===== src/rtl/wasm_pkg.sv =====
// Shared widths, command and status codes, and controller/datapath link types.
`timescale 1ns / 1ps
package wasm_pkg;

	localparam int NUM_SLOTS_DEF      = 8;
	localparam int ZONES_PER_SLOT_DEF = 4;

	localparam int CMD_W     = 3;
	localparam int SLOT_W    = 4;
	localparam int ZIDX_W    = 3;
	localparam int DAYS_W    = 7;
	localparam int HOUR_W    = 5;
	localparam int MINUTE_W  = 6;
	localparam int ZCNT_W    = 3;
	localparam int ZID_W     = 8;
	localparam int DUR_W     = 16;
	localparam int STAMP_W   = 32;
	localparam int DOW_W     = 3;
	localparam int STATUS_W  = 2;
	localparam int FSLOT_W   = 3;

	localparam logic [CMD_W-1:0] CMD_TICK   = 3'd0;
	localparam logic [CMD_W-1:0] CMD_HEADER = 3'd1;
	localparam logic [CMD_W-1:0] CMD_ZONE   = 3'd2;
	localparam logic [CMD_W-1:0] CMD_CLEAR  = 3'd3;
	localparam logic [CMD_W-1:0] CMD_TOGGLE = 3'd4;

	localparam logic [STATUS_W-1:0] ST_DONE   = 2'd0;
	localparam logic [STATUS_W-1:0] ST_FIRED  = 2'd1;
	localparam logic [STATUS_W-1:0] ST_REJECT = 2'd2;

	typedef struct packed {
		logic latch;
		logic exec;
		logic scan_next;
		logic fire;
		logic zone_rd;
		logic zone_next;
		logic put_zone;
		logic put_single;
	} wasm_cmd_t;

	typedef struct packed {
		logic is_tick;
		logic hit;
		logic scan_end;
		logic zone_last;
		logic out_free;
	} wasm_sts_t;

endpackage


===== src/rtl/wasm_item_if.sv =====
// Input item channel: valid/ready handshake and command payload.
`timescale 1ns / 1ps
interface wasm_item_if import wasm_pkg::*; ();
	logic                valid;
	logic                ready;
	logic [CMD_W-1:0]    cmd;
	logic [SLOT_W-1:0]   slot;
	logic [ZIDX_W-1:0]   zone_index;
	logic                enable;
	logic [DAYS_W-1:0]   day_mask;
	logic [HOUR_W-1:0]   hour;
	logic [MINUTE_W-1:0] minute;
	logic [ZCNT_W-1:0]   zone_count;
	logic [ZID_W-1:0]    zone_id;
	logic [DUR_W-1:0]    duration_min;
	logic [STAMP_W-1:0]  minute_stamp;
	logic [DOW_W-1:0]    day_of_week;

	modport source (output valid, cmd, slot, zone_index, enable, day_mask, hour, minute,
		zone_count, zone_id, duration_min, minute_stamp, day_of_week, input ready);
	modport sink (input valid, cmd, slot, zone_index, enable, day_mask, hour, minute,
		zone_count, zone_id, duration_min, minute_stamp, day_of_week, output ready);
endinterface


===== src/rtl/wasm_result_if.sv =====
// Result channel: valid/ready handshake and result payload.
`timescale 1ns / 1ps
interface wasm_result_if import wasm_pkg::*; ();
	logic                valid;
	logic                ready;
	logic [STATUS_W-1:0] status;
	logic [FSLOT_W-1:0]  fired_slot;
	logic [ZID_W-1:0]    out_zone_id;
	logic [DUR_W-1:0]    out_duration;
	logic                last;

	modport source (output valid, status, fired_slot, out_zone_id, out_duration, last,
		input ready);
	modport sink (input valid, status, fired_slot, out_zone_id, out_duration, last,
		output ready);
endinterface


===== src/rtl/wasm_ctrl.sv =====
// Sequencing state machine: accept, execute, slot scan and zone emission.
`timescale 1ns / 1ps
module wasm_ctrl import wasm_pkg::*; (
	input  logic      clk,
	input  logic      arst_n,
	input  logic      in_valid,
	output logic      in_ready,
	input  wasm_sts_t sts,
	output wasm_cmd_t cmd
);
	localparam logic [2:0] S_IDLE = 3'd0;
	localparam logic [2:0] S_EXEC = 3'd1;
	localparam logic [2:0] S_SCAN = 3'd2;
	localparam logic [2:0] S_ZRD  = 3'd3;
	localparam logic [2:0] S_ZOUT = 3'd4;
	localparam logic [2:0] S_PUT  = 3'd5;

	logic [2:0] state_q;
	logic [2:0] state_d;

	assign in_ready = (state_q == S_IDLE);

	always_comb begin
		state_d = state_q;
		cmd     = '0;
		unique case (state_q)
			S_IDLE: begin
				if (in_valid) begin
					cmd.latch = 1'b1;
					state_d   = S_EXEC;
				end
			end
			S_EXEC: begin
				cmd.exec = 1'b1;
				state_d  = sts.is_tick ? S_SCAN : S_PUT;
			end
			S_SCAN: begin
				if (sts.hit) begin
					cmd.fire = 1'b1;
					state_d  = S_ZRD;
				end else if (sts.scan_end) begin
					state_d = S_PUT;
				end else begin
					cmd.scan_next = 1'b1;
				end
			end
			S_ZRD: begin
				cmd.zone_rd = 1'b1;
				state_d     = S_ZOUT;
			end
			S_ZOUT: begin
				if (sts.out_free) begin
					cmd.put_zone = 1'b1;
					if (sts.zone_last) begin
						state_d = S_IDLE;
					end else begin
						cmd.zone_next = 1'b1;
						state_d       = S_ZRD;
					end
				end
			end
			S_PUT: begin
				if (sts.out_free) begin
					cmd.put_single = 1'b1;
					state_d        = S_IDLE;
				end
			end
			default: begin
				state_d = S_IDLE;
			end
		endcase
	end

	always_ff @(posedge clk or negedge arst_n) begin
		if (!arst_n) begin
			state_q <= S_IDLE;
		end else begin
			state_q <= state_d;
		end
	end
endmodule


===== src/rtl/wasm_dp.sv =====
// Datapath: slot table, zone memory, stamps, scan and zone counters, output register.
`timescale 1ns / 1ps
module wasm_dp import wasm_pkg::*; #(
	parameter int NUM_SLOTS      = NUM_SLOTS_DEF,
	parameter int ZONES_PER_SLOT = ZONES_PER_SLOT_DEF
) (
	input  logic                clk,
	input  logic                arst_n,
	wasm_item_if.sink           item,
	wasm_result_if.source       res,
	input  wasm_cmd_t           cmd,
	output wasm_sts_t           sts
);
	localparam int SW     = (NUM_SLOTS > 1) ? $clog2(NUM_SLOTS) : 1;
	localparam int ZDEPTH = NUM_SLOTS * ZONES_PER_SLOT;
	localparam int ZAW    = (ZDEPTH > 1) ? $clog2(ZDEPTH) : 1;

	// latched item
	logic [CMD_W-1:0]    cmd_q;
	logic [SLOT_W-1:0]   slot_q;
	logic [ZIDX_W-1:0]   zi_q;
	logic                en_q;
	logic [DAYS_W-1:0]   days_q;
	logic [HOUR_W-1:0]   hour_q;
	logic [MINUTE_W-1:0] minute_q;
	logic [ZCNT_W-1:0]   cnt_q;
	logic [ZID_W-1:0]    zid_q;
	logic [DUR_W-1:0]    dur_q;
	logic [STAMP_W-1:0]  stamp_q;
	logic [DOW_W-1:0]    dow_q;

	// slot table
	logic                slot_en_q    [NUM_SLOTS];
	logic [DAYS_W-1:0]   slot_days_q  [NUM_SLOTS];
	logic [HOUR_W-1:0]   slot_hour_q  [NUM_SLOTS];
	logic [MINUTE_W-1:0] slot_min_q   [NUM_SLOTS];
	logic [ZCNT_W-1:0]   slot_zc_q    [NUM_SLOTS];
	logic [STAMP_W-1:0]  slot_stamp_q [NUM_SLOTS];

	// zone memory with per-entry valid bits
	logic [ZID_W-1:0]    zid_mem [ZDEPTH];
	logic [DUR_W-1:0]    dur_mem [ZDEPTH];
	logic [ZDEPTH-1:0]   zvld_q;
	logic [ZID_W-1:0]    rd_zid_q;
	logic [DUR_W-1:0]    rd_dur_q;
	logic                rd_vld_q;

	// scan and emission
	logic [SW-1:0]       scan_q;
	logic [SW-1:0]       fslot_q;
	logic [ZCNT_W-1:0]   n_q;
	logic [ZCNT_W-1:0]   z_q;

	// output register
	logic                res_valid_q;
	logic [STATUS_W-1:0] res_status_q;
	logic [FSLOT_W-1:0]  res_slot_q;
	logic [ZID_W-1:0]    res_zid_q;
	logic [DUR_W-1:0]    res_dur_q;
	logic                res_last_q;

	logic                table_cmd;
	logic                slot_ok;
	logic                zone_ok;
	logic                rejected;
	logic                do_write;
	logic [SW-1:0]       si;
	logic [ZAW-1:0]      wbase;
	logic [ZAW-1:0]      waddr;
	logic [ZAW-1:0]      raddr;
	logic [DAYS_W:0]     day_vec;
	logic                day_hit;
	logic [ZCNT_W-1:0]   cnt_sat;
	logic [SLOT_W-1:0]   fslot_w;

	assign table_cmd = (cmd_q == CMD_HEADER) || (cmd_q == CMD_ZONE) ||
		(cmd_q == CMD_CLEAR) || (cmd_q == CMD_TOGGLE);
	assign slot_ok   = {1'b0, slot_q} < (SLOT_W + 1)'(NUM_SLOTS);
	assign zone_ok   = {1'b0, zi_q} < (ZIDX_W + 1)'(ZONES_PER_SLOT);
	assign rejected  = table_cmd && (!slot_ok || ((cmd_q == CMD_ZONE) && !zone_ok));
	assign do_write  = cmd.exec && table_cmd && !rejected;
	assign si        = slot_q[SW-1:0];
	assign wbase     = ZAW'(si) * ZAW'(ZONES_PER_SLOT);
	assign waddr     = wbase + ZAW'(zi_q);
	assign raddr     = ZAW'(fslot_q) * ZAW'(ZONES_PER_SLOT) + ZAW'(z_q);
	assign cnt_sat   = ({1'b0, cnt_q} > (ZCNT_W + 1)'(ZONES_PER_SLOT)) ?
		ZCNT_W'(ZONES_PER_SLOT) : cnt_q;
	assign fslot_w   = SLOT_W'(fslot_q);

	assign day_vec = {1'b0, slot_days_q[scan_q]} >> dow_q;
	assign day_hit = (dow_q <= DOW_W'(6)) && day_vec[0];

	assign sts.is_tick   = (cmd_q == CMD_TICK);
	assign sts.hit       = slot_en_q[scan_q] && (slot_zc_q[scan_q] != '0) && day_hit &&
		(slot_hour_q[scan_q] == hour_q) && (slot_min_q[scan_q] == minute_q) &&
		(slot_stamp_q[scan_q] != stamp_q);
	assign sts.scan_end  = (scan_q == SW'(NUM_SLOTS - 1));
	assign sts.zone_last = ((z_q + ZCNT_W'(1)) == n_q);
	assign sts.out_free  = !res_valid_q || res.ready;

	always_ff @(posedge clk) begin
		if (cmd.latch) begin
			cmd_q    <= item.cmd;
			slot_q   <= item.slot;
			zi_q     <= item.zone_index;
			en_q     <= item.enable;
			days_q   <= item.day_mask;
			hour_q   <= item.hour;
			minute_q <= item.minute;
			cnt_q    <= item.zone_count;
			zid_q    <= item.zone_id;
			dur_q    <= item.duration_min;
			stamp_q  <= item.minute_stamp;
			dow_q    <= item.day_of_week;
		end
	end

	always_ff @(posedge clk or negedge arst_n) begin
		if (!arst_n) begin
			for (int s = 0; s < NUM_SLOTS; s++) begin
				slot_en_q[s]    <= 1'b0;
				slot_days_q[s]  <= '0;
				slot_hour_q[s]  <= '0;
				slot_min_q[s]   <= '0;
				slot_zc_q[s]    <= '0;
				slot_stamp_q[s] <= '0;
			end
			zvld_q <= '0;
		end else begin
			if (do_write) begin
				case (cmd_q)
					CMD_HEADER: begin
						slot_en_q[si]   <= en_q;
						slot_days_q[si] <= days_q;
						slot_hour_q[si] <= hour_q;
						slot_min_q[si]  <= minute_q;
						slot_zc_q[si]   <= cnt_sat;
					end
					CMD_ZONE: begin
						zvld_q[waddr] <= 1'b1;
					end
					CMD_CLEAR: begin
						slot_en_q[si]   <= 1'b0;
						slot_days_q[si] <= '0;
						slot_hour_q[si] <= '0;
						slot_min_q[si]  <= '0;
						slot_zc_q[si]   <= '0;
						for (int z = 0; z < ZONES_PER_SLOT; z++) begin
							zvld_q[wbase + ZAW'(z)] <= 1'b0;
						end
					end
					default: begin
						slot_en_q[si] <= !slot_en_q[si];
					end
				endcase
			end
			if (cmd.fire) begin
				slot_stamp_q[scan_q] <= stamp_q;
			end
		end
	end

	always_ff @(posedge clk) begin
		if (do_write && (cmd_q == CMD_ZONE)) begin
			zid_mem[waddr] <= zid_q;
			dur_mem[waddr] <= dur_q;
		end
		if (cmd.zone_rd) begin
			rd_zid_q <= zid_mem[raddr];
			rd_dur_q <= dur_mem[raddr];
			rd_vld_q <= zvld_q[raddr];
		end
	end

	always_ff @(posedge clk or negedge arst_n) begin
		if (!arst_n) begin
			scan_q  <= '0;
			fslot_q <= '0;
			n_q     <= '0;
			z_q     <= '0;
		end else begin
			if (cmd.latch) begin
				scan_q <= '0;
			end else if (cmd.scan_next) begin
				scan_q <= scan_q + SW'(1);
			end
			if (cmd.fire) begin
				fslot_q <= scan_q;
				n_q     <= slot_zc_q[scan_q];
				z_q     <= '0;
			end else if (cmd.zone_next) begin
				z_q <= z_q + ZCNT_W'(1);
			end
		end
	end

	always_ff @(posedge clk or negedge arst_n) begin
		if (!arst_n) begin
			res_valid_q <= 1'b0;
		end else if (cmd.put_zone || cmd.put_single) begin
			res_valid_q <= 1'b1;
		end else if (res.ready) begin
			res_valid_q <= 1'b0;
		end
	end

	always_ff @(posedge clk) begin
		if (cmd.put_zone) begin
			res_status_q <= ST_FIRED;
			res_slot_q   <= fslot_w[FSLOT_W-1:0];
			res_zid_q    <= rd_vld_q ? rd_zid_q : '0;
			res_dur_q    <= rd_vld_q ? rd_dur_q : '0;
			res_last_q   <= sts.zone_last;
		end else if (cmd.put_single) begin
			res_status_q <= rejected ? ST_REJECT : ST_DONE;
			res_slot_q   <= '0;
			res_zid_q    <= '0;
			res_dur_q    <= '0;
			res_last_q   <= 1'b1;
		end
	end

	assign res.valid        = res_valid_q;
	assign res.status       = res_status_q;
	assign res.fired_slot   = res_slot_q;
	assign res.out_zone_id  = res_zid_q;
	assign res.out_duration = res_dur_q;
	assign res.last         = res_last_q;
endmodule


===== src/rtl/weekly_alarm_slot_matcher.sv =====
// Top level of the weekly alarm slot matcher: controller plus datapath.
// Table commands and unused codes: one result, staged through the execute and put states.
// Tick: the scan steps from slot 0 and stops at the first hit; a fire then gives one beat per zone
// of the slot's zone count, each read then staged once the output is free; a miss gives one result.
// One item at a time; the next beat is taken once the previous item's last result is staged.
// Asynchronous reset clears the slot table, stamps and zone valid bits; all slots disabled.
`timescale 1ns / 1ps
module weekly_alarm_slot_matcher import wasm_pkg::*; #(
	parameter int NUM_SLOTS      = NUM_SLOTS_DEF,
	parameter int ZONES_PER_SLOT = ZONES_PER_SLOT_DEF
) (
	input  logic          clk,
	input  logic          arst_n,
	wasm_item_if.sink     item,
	wasm_result_if.source res
);
	wasm_cmd_t cmd;
	wasm_sts_t sts;

	wasm_ctrl u_ctrl (
		.clk      (clk),
		.arst_n   (arst_n),
		.in_valid (item.valid),
		.in_ready (item.ready),
		.sts      (sts),
		.cmd      (cmd)
	);

	wasm_dp #(
		.NUM_SLOTS      (NUM_SLOTS),
		.ZONES_PER_SLOT (ZONES_PER_SLOT)
	) u_dp (
		.clk    (clk),
		.arst_n (arst_n),
		.item   (item),
		.res    (res),
		.cmd    (cmd),
		.sts    (sts)
	);
endmodule


===== src/flat_wrapper.sv =====
// flat-port wrapper written by rule: the top's interface ports become plain ports
module weekly_alarm_slot_matcher_flat import wasm_pkg::*;
#(
	parameter int NUM_SLOTS      = NUM_SLOTS_DEF,
	parameter int ZONES_PER_SLOT = ZONES_PER_SLOT_DEF
)
  (clk, arst_n, item_valid, item_cmd, item_slot, item_zone_index, item_enable, item_day_mask, item_hour, item_minute, item_zone_count, item_zone_id, item_duration_min, item_minute_stamp, item_day_of_week, item_ready, res_valid, res_status, res_fired_slot, res_out_zone_id, res_out_duration, res_last, res_ready);
  wasm_item_if item_i ();
  wasm_result_if res_i ();
  input  logic clk;
  input  logic arst_n;
  input wire logic [$bits(item_i.valid)-1:0] item_valid;
  input wire logic [$bits(item_i.cmd)-1:0] item_cmd;
  input wire logic [$bits(item_i.slot)-1:0] item_slot;
  input wire logic [$bits(item_i.zone_index)-1:0] item_zone_index;
  input wire logic [$bits(item_i.enable)-1:0] item_enable;
  input wire logic [$bits(item_i.day_mask)-1:0] item_day_mask;
  input wire logic [$bits(item_i.hour)-1:0] item_hour;
  input wire logic [$bits(item_i.minute)-1:0] item_minute;
  input wire logic [$bits(item_i.zone_count)-1:0] item_zone_count;
  input wire logic [$bits(item_i.zone_id)-1:0] item_zone_id;
  input wire logic [$bits(item_i.duration_min)-1:0] item_duration_min;
  input wire logic [$bits(item_i.minute_stamp)-1:0] item_minute_stamp;
  input wire logic [$bits(item_i.day_of_week)-1:0] item_day_of_week;
  output wire logic [$bits(item_i.ready)-1:0] item_ready;
  output wire logic [$bits(res_i.valid)-1:0] res_valid;
  output wire logic [$bits(res_i.status)-1:0] res_status;
  output wire logic [$bits(res_i.fired_slot)-1:0] res_fired_slot;
  output wire logic [$bits(res_i.out_zone_id)-1:0] res_out_zone_id;
  output wire logic [$bits(res_i.out_duration)-1:0] res_out_duration;
  output wire logic [$bits(res_i.last)-1:0] res_last;
  input wire logic [$bits(res_i.ready)-1:0] res_ready;
  assign item_i.valid = item_valid;
  assign item_i.cmd = item_cmd;
  assign item_i.slot = item_slot;
  assign item_i.zone_index = item_zone_index;
  assign item_i.enable = item_enable;
  assign item_i.day_mask = item_day_mask;
  assign item_i.hour = item_hour;
  assign item_i.minute = item_minute;
  assign item_i.zone_count = item_zone_count;
  assign item_i.zone_id = item_zone_id;
  assign item_i.duration_min = item_duration_min;
  assign item_i.minute_stamp = item_minute_stamp;
  assign item_i.day_of_week = item_day_of_week;
  assign item_ready = item_i.ready;
  assign res_valid = res_i.valid;
  assign res_status = res_i.status;
  assign res_fired_slot = res_i.fired_slot;
  assign res_out_zone_id = res_i.out_zone_id;
  assign res_out_duration = res_i.out_duration;
  assign res_last = res_i.last;
  assign res_i.ready = res_ready;
  weekly_alarm_slot_matcher #(.NUM_SLOTS(NUM_SLOTS), .ZONES_PER_SLOT(ZONES_PER_SLOT)) u_core (.clk(clk), .arst_n(arst_n), .item(item_i), .res(res_i));
endmodule

===== config.mk =====
export PLATFORM = sky130hd
export DESIGN_NAME = weekly_alarm_slot_matcher_flat
export DESIGN_NICKNAME = d
export VERILOG_FILES = /design/src/rtl/wasm_pkg.sv /design/src/rtl/wasm_item_if.sv /design/src/rtl/wasm_result_if.sv /design/src/rtl/wasm_ctrl.sv /design/src/rtl/wasm_dp.sv /design/src/rtl/weekly_alarm_slot_matcher.sv /design/src/flat_wrapper.sv
export SDC_FILE = /design/constraint.sdc
export NUM_CORES = 2
export LEC_CHECK = 0
export CAP_MARGIN = 25
export CORE_ASPECT_RATIO = 0.9
export CORE_UTILIZATION = 50
export CTS_BUF_LIST = sky130_fd_sc_hd__clkbuf_16
export CTS_CLUSTER_DIAMETER = 30
export DETAILED_ROUTE_END_ITERATION = 7
export DONT_BUFFER_PORTS = 1
export GPL_TIMING_DRIVEN = 0
export PLACE_DENSITY = 0.65
export SLEW_MARGIN = 20
export SYNTH_ARGS = -nofsm -noshare
export SYNTH_HDL_FRONTEND = slang
export SYNTH_SLANG_ARGS = --single-unit

===== constraint.sdc =====
create_clock -name clk -period 4.7 [get_ports clk]
set_clock_uncertainty 0.05 [all_clocks]
set_input_delay 1.41 -clock clk [delete_from_list [all_inputs] [get_ports clk]]
set_output_delay 1.41 -clock clk [all_outputs]
set_load 0.005 [all_outputs]

==> flow_summary_export.csv <==
group,metric,value,unit
finish,final_common_cell,"edfxtp_1",
setup_path,critPathLaunch,"u_core.u_dp.scan_q[0]",
clock_tree,cts_root_buf,"clkbuf_16",
setup_path,rrSetupSlack,0.09,ns
finish,mostFrequentLayoutCells,"912 x edfxtp_1, 480 x dfrtp_1, 319 x mux4_2",
setup_path,reg2reg_depth,15,
sta,max_clock_freq,217,MHz
synthesis,avgSynthCellArea,18.2,um2
sta,fin_setup_tns,0,ns
finish,stdcell_count,5128,
synthesis,synth_compound_area_frac,0.0306,
grt,grt_pass1_vias,32900,
power_and_ir_drop,ir_drop,425,uV
sta,drv_slew,0,
detailed_routing,detail_route.vias_per_cell,6.11,
synthesis,synth_top_family_by_area,"multiplexers",
placed_design,dp_hpwl,96600,um
power_and_ir_drop,power_leakage,26.0,nW
power_and_ir_drop,power.density,608,nW/um2
synthesis,synthArstFlopShare,0.344,
clock_tree,cts_sinks,1394,
detailed_routing,route.detailed.wl_per_inst,29.3,um
clock_tree,clk_latency,0.87,ns
synthesis,synth.area.top_cells,"edfxtp_1 49%, dfrtp_1 21%, mux4_2 13%, mux2_2 5.5%, mux2i_1 1.6%",
setup_path,path_max_fanout,10,
flow_run,cap_violations,0,
synthesis,syn-num-nets,3178,
detailed_routing,vias,31300,
detailed_routing,drtPass1Iterations,6,
clock_tree,htreeDepth,5,
detailed_routing,remaining_drc_errors,0,
grt,grt_max_degree,481,
grt,grt_pass1_wl,220000,um
finish,final_util,0.620,
placed_design,place_ws,-0.681,ns
clock_tree,cts_tree,"done",
die,num_io_pins,127,
placed_design,place_area,59200,um2
clock_tree,cts_hold_buf,0,
die,core_area,111000,um2
synthesis,synthMuxAreaShare,0.209,
detailed_routing,wl,150000,um
setup_path,required,5.37,ns
setup_path,crit_end,"u_core.u_dp.slot_stamp_q[127]",
synthesis,synth_seq_cells,1394,
synthesis,synth-xor-area-share,0.00609,
finish,syn_to_final_growth,23.0,%
finish,drive_above_1_share,0.341,
die,die_y,320,um
synthesis,yosys.area.top_type,"edfxtp_1",
sta,period_needed,4.61,ns
setup_path,worstPathArrival,5.28,ns
placed_design,dp_cells,4595,
setup_path,timing.rr.start,"u_core.u_dp.scan_q[0]",
die,die_width,355,um
die,start_util,0.504,
clock_tree,clk_pin_slew,0.05,ns
synthesis,synthCells,3076,
clock_tree,cts_buffer_depth,4,
synthesis,yosysWarningCount,0,
sta,fin_ws,0.0884,ns
synthesis,synthDistinctLibCells,57,
synthesis,synth.top_cell.area_share,0.489,
sta,setup_violations,0,
synthesis,synth_edf_count,912,
grt,grt_antenna_before_repair,7,
placed_design,place_congestion,0.864,
setup_path,criticalPathCategory,"reg2reg",
outcome,status,"finished clean",
sta,post-route-period-util,0.981,
detailed_routing,initialDrtViolationCount,3390,
die,die_area,113000,um2
synthesis,yosys_most_used_dff,"edfxtp_1",
worst_hold_path,hold_path.class,"in2async",
synthesis,syn_area,56000,um2
clock_tree,cts_buffers,284,
grt,grt_overflow,0,
grt,track_usage,0.269,
detailed_routing,antenna_left,0,
synthesis,yosys.area_share.simple,0.0330,
setup_path,reg2reg_to,"u_core.u_dp.slot_stamp_q[127]",
finish,nFillCells,7628,
sta,hold_violations,0,
sta,worstMarginPinSlew,1.10,ns
placed_design,portBuffers,0,
setup_path,startpoint_type,"flop",
synthesis,synth-adder-area-share,0.00156,
die,core.rowCount,116,
finish,finalInstanceArea,68900,um2
sta,max_slew_margin,0.260,
synthesis,yosysSeqAreaShare,0.704,
finish,finalNetCount,3542,
setup_path,end_kind,"flop",
[power breakdown]
part           internal [W]  total (W)  switching [W]  leakage, nW
Combinational       0.00343    0.00788        0.00445         6.56
Sequential           0.0143     0.0150       0.000648         14.9
Clock                0.0126     0.0190        0.00642         4.57
[cells in the mapped netlist, types with 28 or more instances]
cell      instances
mux4_2          319
mux2_2          272
o21ai_0         174
buf_1            41
dfrtp_1         480
nand2_1         233
mux2_4           28
o21a_1           32
clkbuf_1        105
buf_2            41
nor2_1           60
edfxtp_1        912
xnor2_1          31
mux2i_1          89
and3_1           32
[worst max-delay path: stages, from the launching register on]
cell and delay, ns:
dfrtp_1 0.40, buf_4 0.30, buf_4 0.36, buf_4 0.33, buf_6 0.30, mux2i_1 0.26, xnor2_1 0.13, a31oi_1 0.34
and4_1 0.29, nand4_1 0.09, buf_4 0.18, nor3_4 0.21, buf_6 0.23, nand3_1 0.23, clkbuf_4 0.37, mux2_1 0.36
[registers in the layout, summed over array words and instances (netlist names), 16 cells and up]
register                      flops
u_core.u_dp.dur_mem             512
u_core.u_dp.slot_stamp_q        256
u_core.u_dp.res.out_duration     16
u_core.u_dp.slot_hour_q          40
u_core.u_dp.rd_dur_q             16
u_core.u_dp.dur_q                16
u_core.u_dp.slot_min_q           48
u_core.u_dp.zvld_q               32
u_core.u_dp.zid_mem             256
u_core.u_dp.stamp_q              32
u_core.u_dp.slot_zc_q            24
u_core.u_dp.slot_days_q          56
[logic make-up (layout without fill, tap and decap cells)]
group                      count (synthesis)  in the layout
adders and majority gates                  7              7
xor gates and xnor gates                  39             39
and+or+nand+nor                          414            414
AOI/OAI and AO/OA                        291            291
DFF                                     1394           1394
muxes                                    720            720
other                                      0              2
buffers and inverters                    211            786
[metrics by stage]
stage / hold WS [ns] / total power [W]
6_report: 0.192 / 0.0419
5_1_grt: 0.153 / 0.0433
4_1_cts: 0.162 / 0.0419
3_5_place_dp: 0.416 / 0.0227
3_3_place_gp: 0.406 / 0.0224
2_1_floorplan: 0.389 / 0.0200
[metal layers]
| layer | part of all wire | track usage | vias to the layer above |
|---|---|---|---|
| met1 | 0.41 | 0.384 | 16600 |
| met4 | 0.025 | 0.0872 | 8 |
| met2 | 0.47 | 0.408 | 1543 |
| met3 | 0.091 | 0.0669 | 289 |
| li1 | - | - | 12900 |
| met5 | 0.00034 | 0 | - |
[layout make-up]
| class | count | area [um2] | area share |
|---|---|---|---|
| clock buffers | 291 | 7280 | 0.106 |
| multi-input cells | 1471 | 16000 | 0.232 |
| inverters | 9 | 33.8 | 0.000490 |
| plain buffers | 200 | 943 | 0.0137 |
| clock inverters | 206 | 1860 | 0.0270 |
| diodes | 2 | 5.00 | 0.0000726 |
| repair buffers | 80 | 1540 | 0.0224 |
| well taps | 1475 | 1850 | 0.0268 |
| flip-flops and latches | 1394 | 39400 | 0.572 |
[what timing repair did]
| action | 4_1_cts | 5_1_grt |
|---|---|---|
| pin swaps | 1 | 0 |
| resized for setup | 11 | 17 |
| buffers inserted | 4 | 0 |
| endpoints found under the setup margin | 261 | 213 |
[worst min path at each step]
stage,startpoint,endpoint,slack [ns],cells past startpoint
after floorplan,u_core.u_dp.res.status[1],u_core.u_dp.res.status[1],0.39,2
after global routing,arst_n,u_core.u_dp.slot_stamp_q[85],0.15,0
after detailed placement,u_core.u_dp.slot_hour_q[7],u_core.u_dp.slot_hour_q[7],0.42,2
after CTS,arst_n,u_core.u_dp.slot_stamp_q[92],0.16,0
after global placement,u_core.u_dp.slot_zc_q[11],u_core.u_dp.slot_zc_q[11],0.41,2
final,arst_n,u_core.u_dp.slot_stamp_q[85],0.19,0
Note: power is estimated with default switching activity, not from simulation.
